===== config.mk =====
export PLATFORM = sky130hd
export DESIGN_NAME = rms_level_meter
export DESIGN_NICKNAME = d
export VERILOG_FILES = /design/src/hdl/rlm_pkg.sv /design/src/hdl/rlm_queue.sv /design/src/hdl/rlm_front.sv /design/src/hdl/rlm_back.sv /design/src/hdl/rms_level_meter.sv
export SDC_FILE = /design/constraint.sdc
export NUM_CORES = 1
export LEC_CHECK = 0
export BUFFER_PORTS_ARGS = -buffer_cell sky130_fd_sc_hd__buf_2
export CORE_ASPECT_RATIO = 2
export CORE_MARGIN = 4
export CORE_UTILIZATION = 35
export DETAILED_ROUTE_END_ITERATION = 10
export GPL_TIMING_DRIVEN = 0
export PLACE_DENSITY = 0.62
export SKIP_CTS_REPAIR_TIMING = 1
export SLEW_MARGIN = 20
export SYNTH_ARGS = -nofsm -noshare
export SYNTH_HDL_FRONTEND = slang
export SYNTH_HIERARCHICAL = 1
export SYNTH_SLANG_ARGS = --single-unit

===== constraint.sdc =====
create_clock -name i_clk -period 6.7 [get_ports i_clk]
set_clock_uncertainty 0.1 [all_clocks]
set_input_delay 0.335 -clock i_clk [delete_from_list [all_inputs] [get_ports i_clk]]
set_output_delay 0.335 -clock i_clk [all_outputs]
set_load 0.02 [all_outputs]

===== src/hdl/rlm_pkg.sv =====
// Shared types and constants of the block RMS level meter.
// No dependencies; rlm_front, rlm_back and rms_level_meter refer to this package.
package rlm_pkg;

    localparam int SAMPLE_W = 16;
    localparam int FLOOR_W  = 15;
    localparam int CEIL_W   = 16;
    localparam int LEVEL_W  = 7;
    localparam int SQ_W     = 31;   // largest square is 2^30
    localparam int ROOT_W   = 16;   // floor root of a mean square up to 2^30
    localparam int RAD_W    = 2 * ROOT_W;
    localparam int PROD_W   = 23;   // (rms - floor) * 100 fits here
    localparam int CFG_IDX_W  = 1;
    localparam int CFG_DATA_W = 16;

    localparam logic [LEVEL_W-1:0] LEVEL_MAX   = 7'd100;
    localparam logic [FLOOR_W-1:0] FLOOR_RESET = 15'd50;
    localparam logic [CEIL_W-1:0]  CEIL_RESET  = 16'd4000;

    localparam logic [CFG_IDX_W-1:0] CFG_NOISE_FLOOR  = 1'd0;
    localparam logic [CFG_IDX_W-1:0] CFG_LOUD_CEILING = 1'd1;

    typedef struct packed {
        logic [FLOOR_W-1:0] noise_floor;
        logic [CEIL_W-1:0]  loud_ceiling;
    } t_cfg;

endpackage


===== src/hdl/rlm_queue.sv =====
// Small first-in first-out queue built from flip-flops.
// Depends on nothing; used for the job queue and the result queue of the meter.
module rlm_queue #(
    parameter int WIDTH = 8,
    parameter int DEPTH = 2
) (
    input  logic             i_clk,
    input  logic             i_rst_n,
    input  logic             i_push,
    input  logic [WIDTH-1:0] i_data,
    output logic             o_full,
    input  logic             i_pop,
    output logic             o_empty,
    output logic [WIDTH-1:0] o_data
);
    localparam int PTR_W = (DEPTH > 1) ? $clog2(DEPTH) : 1;
    localparam int CNT_W = $clog2(DEPTH + 1);

    logic [WIDTH-1:0] r_mem [DEPTH];
    logic [PTR_W-1:0] r_wr, n_wr;
    logic [PTR_W-1:0] r_rd, n_rd;
    logic [CNT_W-1:0] r_cnt, n_cnt;
    logic             do_push;
    logic             do_pop;

    assign o_full  = (r_cnt == CNT_W'(DEPTH));
    assign o_empty = (r_cnt == '0);
    assign o_data  = r_mem[r_rd];
    assign do_push = i_push && !o_full;
    assign do_pop  = i_pop && !o_empty;

    always_comb begin
        n_wr  = r_wr;
        n_rd  = r_rd;
        n_cnt = r_cnt;
        if (do_push) begin
            n_wr = (r_wr == PTR_W'(DEPTH - 1)) ? '0 : r_wr + 1'b1;
        end
        if (do_pop) begin
            n_rd = (r_rd == PTR_W'(DEPTH - 1)) ? '0 : r_rd + 1'b1;
        end
        if (do_push && !do_pop) begin
            n_cnt = r_cnt + 1'b1;
        end else if (do_pop && !do_push) begin
            n_cnt = r_cnt - 1'b1;
        end
    end

    always_ff @(posedge i_clk) begin
        if (!i_rst_n) begin
            r_wr  <= '0;
            r_rd  <= '0;
            r_cnt <= '0;
        end else begin
            r_wr  <= n_wr;
            r_rd  <= n_rd;
            r_cnt <= n_cnt;
        end
    end

    always_ff @(posedge i_clk) begin
        if (do_push) begin
            r_mem[r_wr] <= i_data;
        end
    end

endmodule


===== src/hdl/rlm_front.sv =====
// Front end of the meter: squares samples, accumulates the open block and
// hands each closed block to the job queue. Depends on rlm_pkg.
module rlm_front #(
    parameter int MAX_BLOCK_SAMPLES = 256,
    parameter int CNT_W = 9,
    parameter int SUM_W = 39
) (
    input  logic                              i_clk,
    input  logic                              i_rst_n,
    input  logic                              i_push,
    output logic                              o_full,
    input  logic signed [rlm_pkg::SAMPLE_W-1:0] i_sample,
    input  logic                              i_last_in_block,
    input  logic                              i_empty_block,
    output logic                              o_job_push,
    output logic [SUM_W+CNT_W:0]              o_job,
    input  logic                              i_job_full
);
    logic                        r_s1_valid, n_s1_valid;
    logic [rlm_pkg::SQ_W-1:0]    r_s1_sq;
    logic                        r_s1_last;
    logic                        r_s1_empty;
    logic [SUM_W-1:0]            r_sum, n_sum;
    logic [CNT_W-1:0]            r_total, n_total;

    logic signed [2*rlm_pkg::SAMPLE_W-1:0] sq_full;
    logic [SUM_W-1:0]            sum_add;
    logic [CNT_W-1:0]            cnt_add;
    logic                        s1_close;
    logic                        s1_adv;
    logic                        accept;

    assign sq_full  = i_sample * i_sample;
    assign sum_add  = r_sum + SUM_W'(r_s1_sq);
    assign cnt_add  = r_total + 1'b1;
    assign s1_close = r_s1_empty || r_s1_last || (cnt_add == CNT_W'(MAX_BLOCK_SAMPLES));
    // Hold the squared word while a closing block waits for queue room.
    assign s1_adv   = r_s1_valid && !(s1_close && i_job_full);
    assign o_full   = r_s1_valid && !s1_adv;
    assign accept   = i_push && !o_full;

    assign o_job_push = s1_adv && s1_close;
    assign o_job      = {r_s1_empty, cnt_add, sum_add};

    always_comb begin
        n_s1_valid = r_s1_valid;
        n_sum      = r_sum;
        n_total    = r_total;
        if (s1_adv) begin
            n_s1_valid = 1'b0;
            if (s1_close) begin
                n_sum   = '0;
                n_total = '0;
            end else begin
                n_sum   = sum_add;
                n_total = cnt_add;
            end
        end
        if (accept) begin
            n_s1_valid = 1'b1;
        end
    end

    always_ff @(posedge i_clk) begin
        if (!i_rst_n) begin
            r_s1_valid <= 1'b0;
            r_sum      <= '0;
            r_total    <= '0;
        end else begin
            r_s1_valid <= n_s1_valid;
            r_sum      <= n_sum;
            r_total    <= n_total;
        end
    end

    always_ff @(posedge i_clk) begin
        if (accept) begin
            r_s1_sq    <= sq_full[rlm_pkg::SQ_W-1:0];
            r_s1_last  <= i_last_in_block;
            r_s1_empty <= i_empty_block;
        end
    end

endmodule


===== src/hdl/rlm_back.sv =====
// Back end of the meter: takes one closed block at a time and works out its
// level with a shared shift-subtract divider and a digit-by-digit square root.
// Depends on rlm_pkg.
module rlm_back #(
    parameter int CNT_W = 9,
    parameter int SUM_W = 39
) (
    input  logic                          i_clk,
    input  logic                          i_rst_n,
    input  rlm_pkg::t_cfg                 i_cfg,
    input  logic                          i_job_empty,
    output logic                          o_job_pop,
    input  logic [SUM_W+CNT_W:0]          i_job,
    output logic                          o_res_push,
    input  logic                          i_res_full,
    output logic [rlm_pkg::LEVEL_W-1:0]   o_level
);
    localparam int DV_W   = (CNT_W > rlm_pkg::CEIL_W) ? CNT_W : rlm_pkg::CEIL_W;
    localparam int STEP_W = $clog2(SUM_W + 1);
    localparam int SREM_W = rlm_pkg::ROOT_W + 2;

    localparam logic [2:0] S_IDLE = 3'd0;
    localparam logic [2:0] S_DIV  = 3'd1;
    localparam logic [2:0] S_SQRT = 3'd2;
    localparam logic [2:0] S_MAP  = 3'd3;
    localparam logic [2:0] S_DIV2 = 3'd4;
    localparam logic [2:0] S_OUT  = 3'd5;

    logic [2:0]                    r_state, n_state;
    logic [STEP_W-1:0]             r_steps, n_steps;
    logic [SUM_W-1:0]              r_quo, n_quo;
    logic [DV_W-1:0]               r_rem, n_rem;
    logic [DV_W-1:0]               r_dvs, n_dvs;
    logic [rlm_pkg::RAD_W-1:0]     r_rad, n_rad;
    logic [SREM_W-1:0]             r_srem, n_srem;
    logic [rlm_pkg::ROOT_W-1:0]    r_root, n_root;
    logic [rlm_pkg::LEVEL_W-1:0]   r_level, n_level;

    logic [SUM_W-1:0]              j_sum;
    logic [CNT_W-1:0]              j_cnt;
    logic                          j_empty;
    logic                          range_ok;
    logic [rlm_pkg::CEIL_W-1:0]    floor_x;
    logic [rlm_pkg::CEIL_W-1:0]    den;
    logic [rlm_pkg::CEIL_W-1:0]    diff;
    logic [rlm_pkg::PROD_W-1:0]    prod;
    logic [DV_W:0]                 rem_sh;
    logic                          dge;
    logic [DV_W:0]                 rem_nx;
    logic [SUM_W-1:0]              quo_nx;
    logic [SREM_W:0]               s_sh;
    logic [SREM_W:0]               trial;
    logic                          sge;
    logic [SREM_W:0]               s_rem_nx;
    logic [rlm_pkg::ROOT_W-1:0]    root_nx;
    logic [rlm_pkg::LEVEL_W-1:0]   lvl_nx;

    assign j_sum    = i_job[SUM_W-1:0];
    assign j_cnt    = i_job[SUM_W +: CNT_W];
    assign j_empty  = i_job[SUM_W+CNT_W];
    assign floor_x  = {1'b0, i_cfg.noise_floor};
    assign range_ok = i_cfg.loud_ceiling > floor_x;
    assign den      = i_cfg.loud_ceiling - floor_x;
    assign diff     = r_root - floor_x;
    assign prod     = rlm_pkg::PROD_W'(diff) * rlm_pkg::PROD_W'(rlm_pkg::LEVEL_MAX);

    // One restoring division step: one quotient bit a cycle.
    assign rem_sh = {r_rem, r_quo[SUM_W-1]};
    assign dge    = rem_sh >= {1'b0, r_dvs};
    assign rem_nx = dge ? (rem_sh - {1'b0, r_dvs}) : rem_sh;
    assign quo_nx = {r_quo[SUM_W-2:0], dge};
    assign lvl_nx = (quo_nx > SUM_W'(rlm_pkg::LEVEL_MAX)) ? rlm_pkg::LEVEL_MAX
                                                          : quo_nx[rlm_pkg::LEVEL_W-1:0];

    // One square root step: two radicand bits in, one root bit out.
    assign s_sh     = {r_srem[SREM_W-2:0], r_rad[rlm_pkg::RAD_W-1 -: 2]};
    assign trial    = {1'b0, r_root, 2'b01};
    assign sge      = s_sh >= trial;
    assign s_rem_nx = sge ? (s_sh - trial) : s_sh;
    assign root_nx  = {r_root[rlm_pkg::ROOT_W-2:0], sge};

    assign o_level = r_level;

    always_comb begin
        n_state    = r_state;
        n_steps    = r_steps;
        n_quo      = r_quo;
        n_rem      = r_rem;
        n_dvs      = r_dvs;
        n_rad      = r_rad;
        n_srem     = r_srem;
        n_root     = r_root;
        n_level    = r_level;
        o_job_pop  = 1'b0;
        o_res_push = 1'b0;
        case (r_state)
            S_IDLE: begin
                if (!i_job_empty) begin
                    o_job_pop = 1'b1;
                    if (j_empty || !range_ok) begin
                        n_level = '0;
                        n_state = S_OUT;
                    end else begin
                        n_quo   = j_sum;
                        n_rem   = '0;
                        n_dvs   = DV_W'(j_cnt);
                        n_steps = STEP_W'(SUM_W);
                        n_state = S_DIV;
                    end
                end
            end
            S_DIV: begin
                n_rem   = rem_nx[DV_W-1:0];
                n_quo   = quo_nx;
                n_steps = r_steps - 1'b1;
                if (r_steps == STEP_W'(1)) begin
                    n_rad   = {1'b0, quo_nx[rlm_pkg::SQ_W-1:0]};
                    n_srem  = '0;
                    n_root  = '0;
                    n_steps = STEP_W'(rlm_pkg::ROOT_W);
                    n_state = S_SQRT;
                end
            end
            S_SQRT: begin
                n_rad   = {r_rad[rlm_pkg::RAD_W-3:0], 2'b00};
                n_srem  = s_rem_nx[SREM_W-1:0];
                n_root  = root_nx;
                n_steps = r_steps - 1'b1;
                if (r_steps == STEP_W'(1)) begin
                    n_state = S_MAP;
                end
            end
            S_MAP: begin
                if (r_root <= floor_x) begin
                    n_level = '0;
                    n_state = S_OUT;
                end else begin
                    n_quo   = SUM_W'(prod);
                    n_rem   = '0;
                    n_dvs   = DV_W'(den);
                    n_steps = STEP_W'(SUM_W);
                    n_state = S_DIV2;
                end
            end
            S_DIV2: begin
                n_rem   = rem_nx[DV_W-1:0];
                n_quo   = quo_nx;
                n_steps = r_steps - 1'b1;
                if (r_steps == STEP_W'(1)) begin
                    n_level = lvl_nx;
                    n_state = S_OUT;
                end
            end
            S_OUT: begin
                if (!i_res_full) begin
                    o_res_push = 1'b1;
                    n_state    = S_IDLE;
                end
            end
            default: begin
                n_state = S_IDLE;
            end
        endcase
    end

    always_ff @(posedge i_clk) begin
        if (!i_rst_n) begin
            r_state <= S_IDLE;
            r_steps <= '0;
        end else begin
            r_state <= n_state;
            r_steps <= n_steps;
        end
    end

    always_ff @(posedge i_clk) begin
        r_quo   <= n_quo;
        r_rem   <= n_rem;
        r_dvs   <= n_dvs;
        r_rad   <= n_rad;
        r_srem  <= n_srem;
        r_root  <= n_root;
        r_level <= n_level;
    end

endmodule


===== src/hdl/rms_level_meter.sv =====
// Top level of the block RMS level meter: configuration registers, front end,
// job queue, back end and result queue. Depends on rlm_pkg, rlm_queue,
// rlm_front and rlm_back.
//
// Input channel: drive a word (sample, last_in_block, empty_block) and raise
// push; the word is taken at an edge with push high and full low. A block
// closes on last_in_block, on empty_block, or by itself at MAX_BLOCK_SAMPLES.
// Result channel: while empty is low, o_level holds the oldest level (0..100);
// pop at an edge with empty low takes it.
// Configuration: write noise_floor (index 0) or loud_ceiling (index 1) through
// i_cfg_valid/o_cfg_ready only while the meter is idle; ready is always high.
// Flow: the front end takes one word every cycle while full is low. Each closed
// block holds the back end through the mean-square divider, the square root,
// the linear map, the level divider and the handoff to the result queue before
// it takes the next block. A root at or below the floor skips the level divider;
// an empty block or a ceiling not above the floor skips all the arithmetic.
// Stalls: results wait in a two-word queue, then the back end holds its level,
// then two closed blocks wait in the job queue; then a closing word holds and
// full rises until the back end frees a slot.
// Reset: clears the open block, both queues and the sequencer; floor 50, ceiling 4000.
module rms_level_meter #(
    parameter int MAX_BLOCK_SAMPLES = 256
) (
    input  logic                                   i_clk,
    input  logic                                   i_rst_n,
    input  logic                                   push,
    output logic                                   full,
    input  logic signed [rlm_pkg::SAMPLE_W-1:0]    i_sample,
    input  logic                                   i_last_in_block,
    input  logic                                   i_empty_block,
    output logic                                   empty,
    input  logic                                   pop,
    output logic [rlm_pkg::LEVEL_W-1:0]            o_level,
    input  logic                                   i_cfg_valid,
    output logic                                   o_cfg_ready,
    input  logic [rlm_pkg::CFG_IDX_W-1:0]          i_cfg_index,
    input  logic [rlm_pkg::CFG_DATA_W-1:0]         i_cfg_data
);
    // Sample count holds MAX_BLOCK_SAMPLES itself; the sum holds that many
    // squares of up to 2^30 each.
    localparam int CNT_W = $clog2(MAX_BLOCK_SAMPLES + 1);
    localparam int SUM_W = (rlm_pkg::SQ_W - 1) + CNT_W;
    localparam int JOB_W = SUM_W + CNT_W + 1;

    rlm_pkg::t_cfg r_cfg;

    logic             job_push;
    logic [JOB_W-1:0] job_in;
    logic             job_full;
    logic             job_pop;
    logic             job_empty;
    logic [JOB_W-1:0] job_out;
    logic             res_push;
    logic             res_full;
    logic [rlm_pkg::LEVEL_W-1:0] res_level;

    assign o_cfg_ready = 1'b1;

    // Configuration registers; the write data is masked to each field width.
    always_ff @(posedge i_clk) begin
        if (!i_rst_n) begin
            r_cfg.noise_floor  <= rlm_pkg::FLOOR_RESET;
            r_cfg.loud_ceiling <= rlm_pkg::CEIL_RESET;
        end else if (i_cfg_valid) begin
            case (i_cfg_index)
                rlm_pkg::CFG_NOISE_FLOOR: begin
                    r_cfg.noise_floor <= i_cfg_data[rlm_pkg::FLOOR_W-1:0];
                end
                rlm_pkg::CFG_LOUD_CEILING: begin
                    r_cfg.loud_ceiling <= i_cfg_data[rlm_pkg::CEIL_W-1:0];
                end
                default: begin
                    r_cfg <= r_cfg;
                end
            endcase
        end
    end

    // Front end: square and accumulate, one word a cycle while full is low.
    rlm_front #(
        .MAX_BLOCK_SAMPLES(MAX_BLOCK_SAMPLES),
        .CNT_W(CNT_W),
        .SUM_W(SUM_W)
    ) u_front (
        .i_clk(i_clk),
        .i_rst_n(i_rst_n),
        .i_push(push),
        .o_full(full),
        .i_sample(i_sample),
        .i_last_in_block(i_last_in_block),
        .i_empty_block(i_empty_block),
        .o_job_push(job_push),
        .o_job(job_in),
        .i_job_full(job_full)
    );

    // Closed blocks wait here so the front end keeps taking samples.
    rlm_queue #(
        .WIDTH(JOB_W),
        .DEPTH(2)
    ) u_job_q (
        .i_clk(i_clk),
        .i_rst_n(i_rst_n),
        .i_push(job_push),
        .i_data(job_in),
        .o_full(job_full),
        .i_pop(job_pop),
        .o_empty(job_empty),
        .o_data(job_out)
    );

    // Back end: mean square, root, linear map and clamp.
    rlm_back #(
        .CNT_W(CNT_W),
        .SUM_W(SUM_W)
    ) u_back (
        .i_clk(i_clk),
        .i_rst_n(i_rst_n),
        .i_cfg(r_cfg),
        .i_job_empty(job_empty),
        .o_job_pop(job_pop),
        .i_job(job_out),
        .o_res_push(res_push),
        .i_res_full(res_full),
        .o_level(res_level)
    );

    // Result queue parts the back end from the receiver.
    rlm_queue #(
        .WIDTH(rlm_pkg::LEVEL_W),
        .DEPTH(2)
    ) u_res_q (
        .i_clk(i_clk),
        .i_rst_n(i_rst_n),
        .i_push(res_push),
        .i_data(res_level),
        .o_full(res_full),
        .i_pop(pop),
        .o_empty(empty),
        .o_data(o_level)
    );

endmodule

-- Word level (Yosys, flattened, before mapping)
Memories as Yosys holds them, arrays and structs flattened. A register that Yosys moved wholly into a read port is not among the register bits.
Cells that the tools add are included.
W data, S select, Z words.
- register bits: 273
- bits in writable memories: 112
- output and inout bits: 10
- logic and storage cells: 178
- memories kept: 2
- add/subtract/negate cells: 15
- multipliers: 2
- magnitude comparators: 5
- equal/unequal tests: 18
- multiplexer cells: 63
- bitwise gates (word level): 1
- reductions and logical operators: 49
- memories (name ; words ; bits a word ; read ports ; clocked after Yosys merged registers in ; wr ports ; line ; text):
    u_job_q.r_mem ; 2 ; 49 ; 1 ; 1 ; 1 ; rlm_queue.sv:19 ; logic [WIDTH-1:0] r_mem [DEPTH];
    u_res_q.r_mem ; 2 ; 7 ; 1 ; 1 ; 1 ; rlm_queue.sv:19 ;
- operator list (kind ; number):
    $mux W39 ; 4
    $mux W16 ; 8
    $pmux W39 S3 ; 1
    $pmux W16 S2 ; 2
    $pmux W32 S2 ; 1
    $pmux W16 S3 ; 1
    $add A39 B31 Y39 ; 1
    $gt A39 B7 Y1 const B ; 1
    $mux W7 ; 5
    $mux W17 ; 2
    $pmux W17 S2 ; 1
    $mux W32 ; 1
    $sub A16 B15 Y16 ; 2
    $mul A16 B16 Y31 ; 1
    $mux W6 ; 4
    $pmux W6 S4 ; 1
    $mul A16 B5 Y21 const B ; 1
    $pmux W7 S3 ; 1
    $ge A19 B18 Y1 ; 1
    $mux W1 ; 19
    $mux W3 ; 6
    $pmux W3 S6 ; 1
    $ge A17 B16 Y1 ; 1
    $sub A17 B17 Y17 ; 1
    31 further kinds ; 86

-- Logic depth before layout (Yosys ltp)
- depth in word-level cells: 12
- depth in mapped cells: 25
- depth with buffers taken out: 24

-- Hierarchy
The synthesis kept the hierarchy.
- by module, submodules not included (module ; times used ; cells an instance ; area each (sq um) ; seq. area each (sq um)):
    rlm_front ; 1 ; 1510 ; 13710.6 ; 1941.9
    rlm_back ; 1 ; 1293 ; 11861.4 ; 4474.3
    rlm_queue at u_job_q ; 1 ; 177 ; 3762.4 ; 3042.9
    rms_level_meter ; 1 ; 132 ; 1252.5 ; 620.6
    rlm_queue at u_res_q ; 1 ; 47 ; 738.2 ; 520.5

-- Least setup slack after synthesis
Ideal clock, no wire load.
- path type: input port to flip-flop
- start: input i_sample[15] in the netlist's numbering
- end: register u_front/r_s1_sq[26] in the netlist's numbering, data pin
- library setup time: 0.258 ns
- data arrival time: 6.091 ns
- data required time: 6.342 ns
- setup slack: 0.251 ns
- cell stages on the path: 21
- cell sequence: clkbuf_1 -> clkbuf_1 -> nand2_1 -> fa_1 -> fa_1 -> inv_1 -> fa_1 -> fa_1 -> fa_1 -> inv_1 -> fa_1 -> inv_1 -> ha_1 -> a21oi_1 -> a21oi_1 -> a211oi_1 -> o211ai_1 -> a31oi_1 -> o21bai_1 -> a21oi_1 -> xnor2_1
- word-level cells in the longest chain between the ends: 1
- RTL lines (element ; line ; text):
    start, declared ; rms_level_meter.sv:28 ; input logic signed [rlm_pkg::SAMPLE_W-1:0] i_sample,
    $mul A16 B16 Y31 ; rlm_front.sv:33 ; assign sq_full = i_sample * i_sample;
    via u_front.sq_full (one bit) ; rlm_front.sv:26 ; logic signed [2*rlm_pkg::SAMPLE_W-1:0] sq_full;
    end signal, assigned ; rlm_front.sv:78 ; r_s1_sq <= sq_full[rlm_pkg::SQ_W-1:0];
    end, declared ; rlm_front.sv:20 ; logic [rlm_pkg::SQ_W-1:0] r_s1_sq;
The timed path passes the listed nets, and every way through them passes these cells.
A chain may end at the register's enable or synchronous reset.

-- Final worst setup path
- start: input i_sample[9] in the netlist's numbering
- end: register u_front/r_s1_sq[29] in the netlist's numbering, data pin
The elaborated chain is that of the path after synthesis.

==> impl_metrics.py <==
metrics = {
    "drt": {
        "wl_per_cell_um": 18.18,
        "wirelength_um": 81200,
        "top_layer_used": "met4",
        "wl_met3_um": 1895,
        "routed-wl-met2_um": 46920,
        "wl_met1_um": 26420,
        "firstDrtPassIters": 7,
        "via_per_inst": 5.071,
        "dr.first_iter.drc_count": 1228,
        "drc": 0,
        "ant_nets": 0,
        "vias": 22650,
    },
    "synth": {
        "synth_seq_area_share_pct": 33.84,
        "synthCells": 3159,
        "synth_ff_type": "edfxtp_1",
        "async_flop_share_pct": 0,
        "ys_types": 97,
        "syn-num-nets": 3681,
        "synth-edff-count": 287,
        "yosys_warnings": 6,
        "ys_ff_latch": 386,
        "synth_area_mm2": 0.03133,
        "syn_area_per_cell_um2": 9.916,
    },
    "cts": {
        "root_buffer": "clkbuf_16",
        "cts.clk_slew.worst_paths_ns": 0.07,
        "cts_tree": "built",
        "clk_path_buf_depth": 3,
        "numCtsBuffers": 36,
        "clock_sinks": 386,
        "clkLatencyLatePin_ns": 0.56,
        "htreeDepth": 2,
    },
    "floorplanning": {
        "row_count": 155,
        "core_area_mm2": 0.08902,
        "chipWidth_um": 219.5,
        "io-pin-count": 50,
        "start_util_pct": 35.19,
        "die_y_um": 431.1,
        "die-area_mm2": 0.09464,
    },
    "power_and_ir_drop": {
        "power_leakage_nw": 15.09,
        "comb_power_share_pct": 66.3,
        "switching_share_pct": 45.63,
        "power_mw": 18.59,
        "p_clk_share_pct": 11.5,
        "power_frac_seq_pct": 22.2,
        "intPower_mw": 10.11,
        "ir_drop_v": 0.0003869,
        "net-switching-power_mw": 8.484,
        "p_per_area_mw_per_mm2": 537.2,
    },
    "finish": {
        "multiInputGateArea_mm2": 0.01838,
        "syn_to_final_growth_pct": 10.49,
        "final_util_pct": 38.88,
        "final_nets": 3785,
        "finalNonFillerCells": 4466,
        "seq_area_mm2": 0.01060,
        "final_cell_mix": "inv_1 (497), nand2_1 (302), edfxtp_1 (287)",
        "fillCellCount": 8812,
        "diodes": 0,
        "layout_commonest_cell": "inv_1",
        "layout-drive-gt1-share_pct": 7.996,
    },
    "critical_path": {
        "timing.rr.start": "r_cfg[17]",
        "crit_path_cell_trace": "buf_2 -> clkbuf_1 -> nand2_1 -> fa_1 -> inv_1 -> fa_1 -> fa_1 -> fa_1 -> fa_1 -> inv_1 -> fa_1 -> inv_1 -> ha_1 -> a21o_1 -> a21oi_1 -> o2111ai_1 -> nand3_1 -> and3_1 -> o41ai_2 -> a21oi_1 -> xnor2_1",
        "slowest_stage": "fa_1",
        "required_ns": 6.89,
        "regToRegEndpoint": "u_back/r_quo[18]",
        "worstRegToRegCells": 22,
        "r2r_slack_ns": 0.49,
        "worst_path_most_repeated_cell": "fa_1",
        "crit_path_max_fanout": 10,
        "start_kind": "primary input",
        "endpoint_kind": "flop",
        "critical_path.max_stage_delay_ns": 0.65,
        "critPathKind": "in2reg",
        "cp.arrival_ns": 6.70,
    },
    "global_routing": {
        "grt_pass1_wl_um": 128900,
        "track_usage_pct": 17.40,
        "grt_max_degree": 50,
        "grt_pass1_vias": 23910,
        "grt_overflow": 0,
        "antenna_found_initial": 0,
    },
    "place": {
        "dp_cells": 4390,
        "dpl.hpwl_um": 67230,
        "place_congestion": 0.9918,
        "pre_cts_ws_ns": -0.9493,
        "port_buffers": 46,
    },
    "timing": {
        "setup_ws_ns": 0.1944,
        "hold_ws_ns": -0.02267,
        "slew_headroom_pct": 23.82,
        "report.final.slew_viol_count": 0,
        "finalCritPeriodShare_pct": 97.10,
        "fin_crit_ns": 6.506,
        "finalSetupViolations": 0,
        "tightest_slew_ns": 1.137,
        "hold_viol": 4,
        "rsz0062_at_grt": "false",
        "timing.fmax_ghz": 0.1537,
    },
    "job": {
        "cap_violations": 0,
    },
    "worst_hold_path": {
        "hold_path_class": "in2reg",
        "whs_path_depth": 3,
        "min_to": "r_cfg[12]",
        "hp-start": "i_cfg_data[12]",
    },
    "run_status": {
        "violations": "negative hold slack",
        "status": "complete, but fails checks",
    },
}
flip-flops by register name, indices dropped and copies added, names as in the netlist, 6 cells and up, named ones only:
signal / count
r_cfg: 31
u_back/o_level: 7
u_back/r_dvs: 16
u_back/r_quo: 39
u_back/r_rad: 32
u_back/r_rem: 16
u_back/r_root: 16
u_back/r_srem: 17
u_back/r_steps: 6
u_front/r_s1_sq: 30
u_front/r_sum: 39
u_front/r_total: 9
u_job_q/r_mem: 98
u_res_q/r_mem: 14
per-stage QoR:
| stage | instance area, µm² | hold WS (ns) | setup TNS [ns] |
|---|---|---|---|
| floorplan | 31330 | 0.3215 | 0 |
| global placement | 33030 | 0.3278 | -5.913 |
| detailed placement | 33220 | 0.3369 | -6.159 |
| CTS | 34430 | -0.1743 | -1.372 |
| global route | 34610 | 0.001113 | 0 |
| finish | 34610 | -0.02267 | 0 |
area by class of cell:
cell class / instances / area share, %
plain buffers: 106 / 1.500
clock buffers: 49 / 3.044
clock inverters: 15 / 0.4410
inverters: 502 / 5.455
multi-input cells: 2161 / 53.11
flip-flops and latches: 386 / 30.63
well taps: 1177 / 4.255
repair buffers: 70 / 1.565
power groups by stage:
stage               Sequential [mW]  Combinational [mW]  Clock [mW]
global placement               4.21                12.0           0
detailed placement             4.18                12.3           0
CTS                            4.13                12.3        2.20
floorplan                      4.02                9.55           0
finish                         4.14                12.3        2.13
global route                   4.17                14.0        2.27
synth_stat cells, drive strengths merged (14+ instances only):
library cell  instances  area [µm²]
a21o                 44       330.3
and2                 59       371.6
mux2i                41       410.4
a211oi               24       180.2
nand2b               24       150.1
fa                  244        4885
o21ai               106       541.8
nor2                201       754.5
o31ai                14       118.9
nor3                 46       260.3
ha                  238        2978
o21a                 39       292.8
a31oi                16       115.1
mux2                 58       653.1
buf                  37       244.0
dfxtp                99        1982
a22oi                26       195.2
edfxtp              287        8618
nor4                 16       106.4
clkbuf               73       275.3
or3                  17       106.4
xor2                 52       455.4
nand3                55       287.8
and3                 17       106.4
inv                 501        1881
nand4                24       150.1
o211ai               26       215.2
xnor2                99       867.1
nor2b                49       314.1
nand2               303        1145
a21oi               130       654.4
a22o                 31       271.5
layer usage:
layer	GRT usage (%)	up-vias
li1	-	10950
met1	16.00	11010
met2	35.59	458
met3	1.365	237
met4	10.70	0
met5	0	-
cell families (layout without fill, tap and decap cells):
family,after synthesis,after routing,share of synthesized area (%)
xor+xnor,151,151,4.222
flops,386,386,33.84
compound gates,579,579,12.87
simple gates,849,849,12.89
mux,99,99,3.395
buf+inv,612,742,7.673
other cells,1,1,0.01197
fa+ha+maj,482,482,25.10
how the worst max path moves through the flow:
stage	from	end	slack, ns	cells after the start
floorplan	i_sample[15]	u_front/r_s1_sq[26]	0.25	21
global placement	i_sample[5]	u_front/r_s1_sq[29]	-0.92	21
detailed placement	i_sample[5]	u_front/r_s1_sq[29]	-0.95	21
CTS	i_sample[4]	u_front/r_s1_sq[29]	-0.38	22
global route	i_sample[15]	u_front/r_s1_sq[29]	0.009	23
finish	i_sample[9]	u_front/r_s1_sq[29]	0.19	21
worst max-delay path, delay by kind of cell:
| kind | cells | cell delay, ns |
|---|---|---|
| adder cells (fa/ha/maj) | 7 | 3.52 |
| buffers and inverters | 5 | 1.08 |
| AO/OA/AOI/OAI | 5 | 1.06 |
| AND/OR/NAND/NOR | 3 | 0.57 |
| XOR/XNOR | 1 | 0.14 |
No activity file was read; power rests on OpenSTA's default activity.
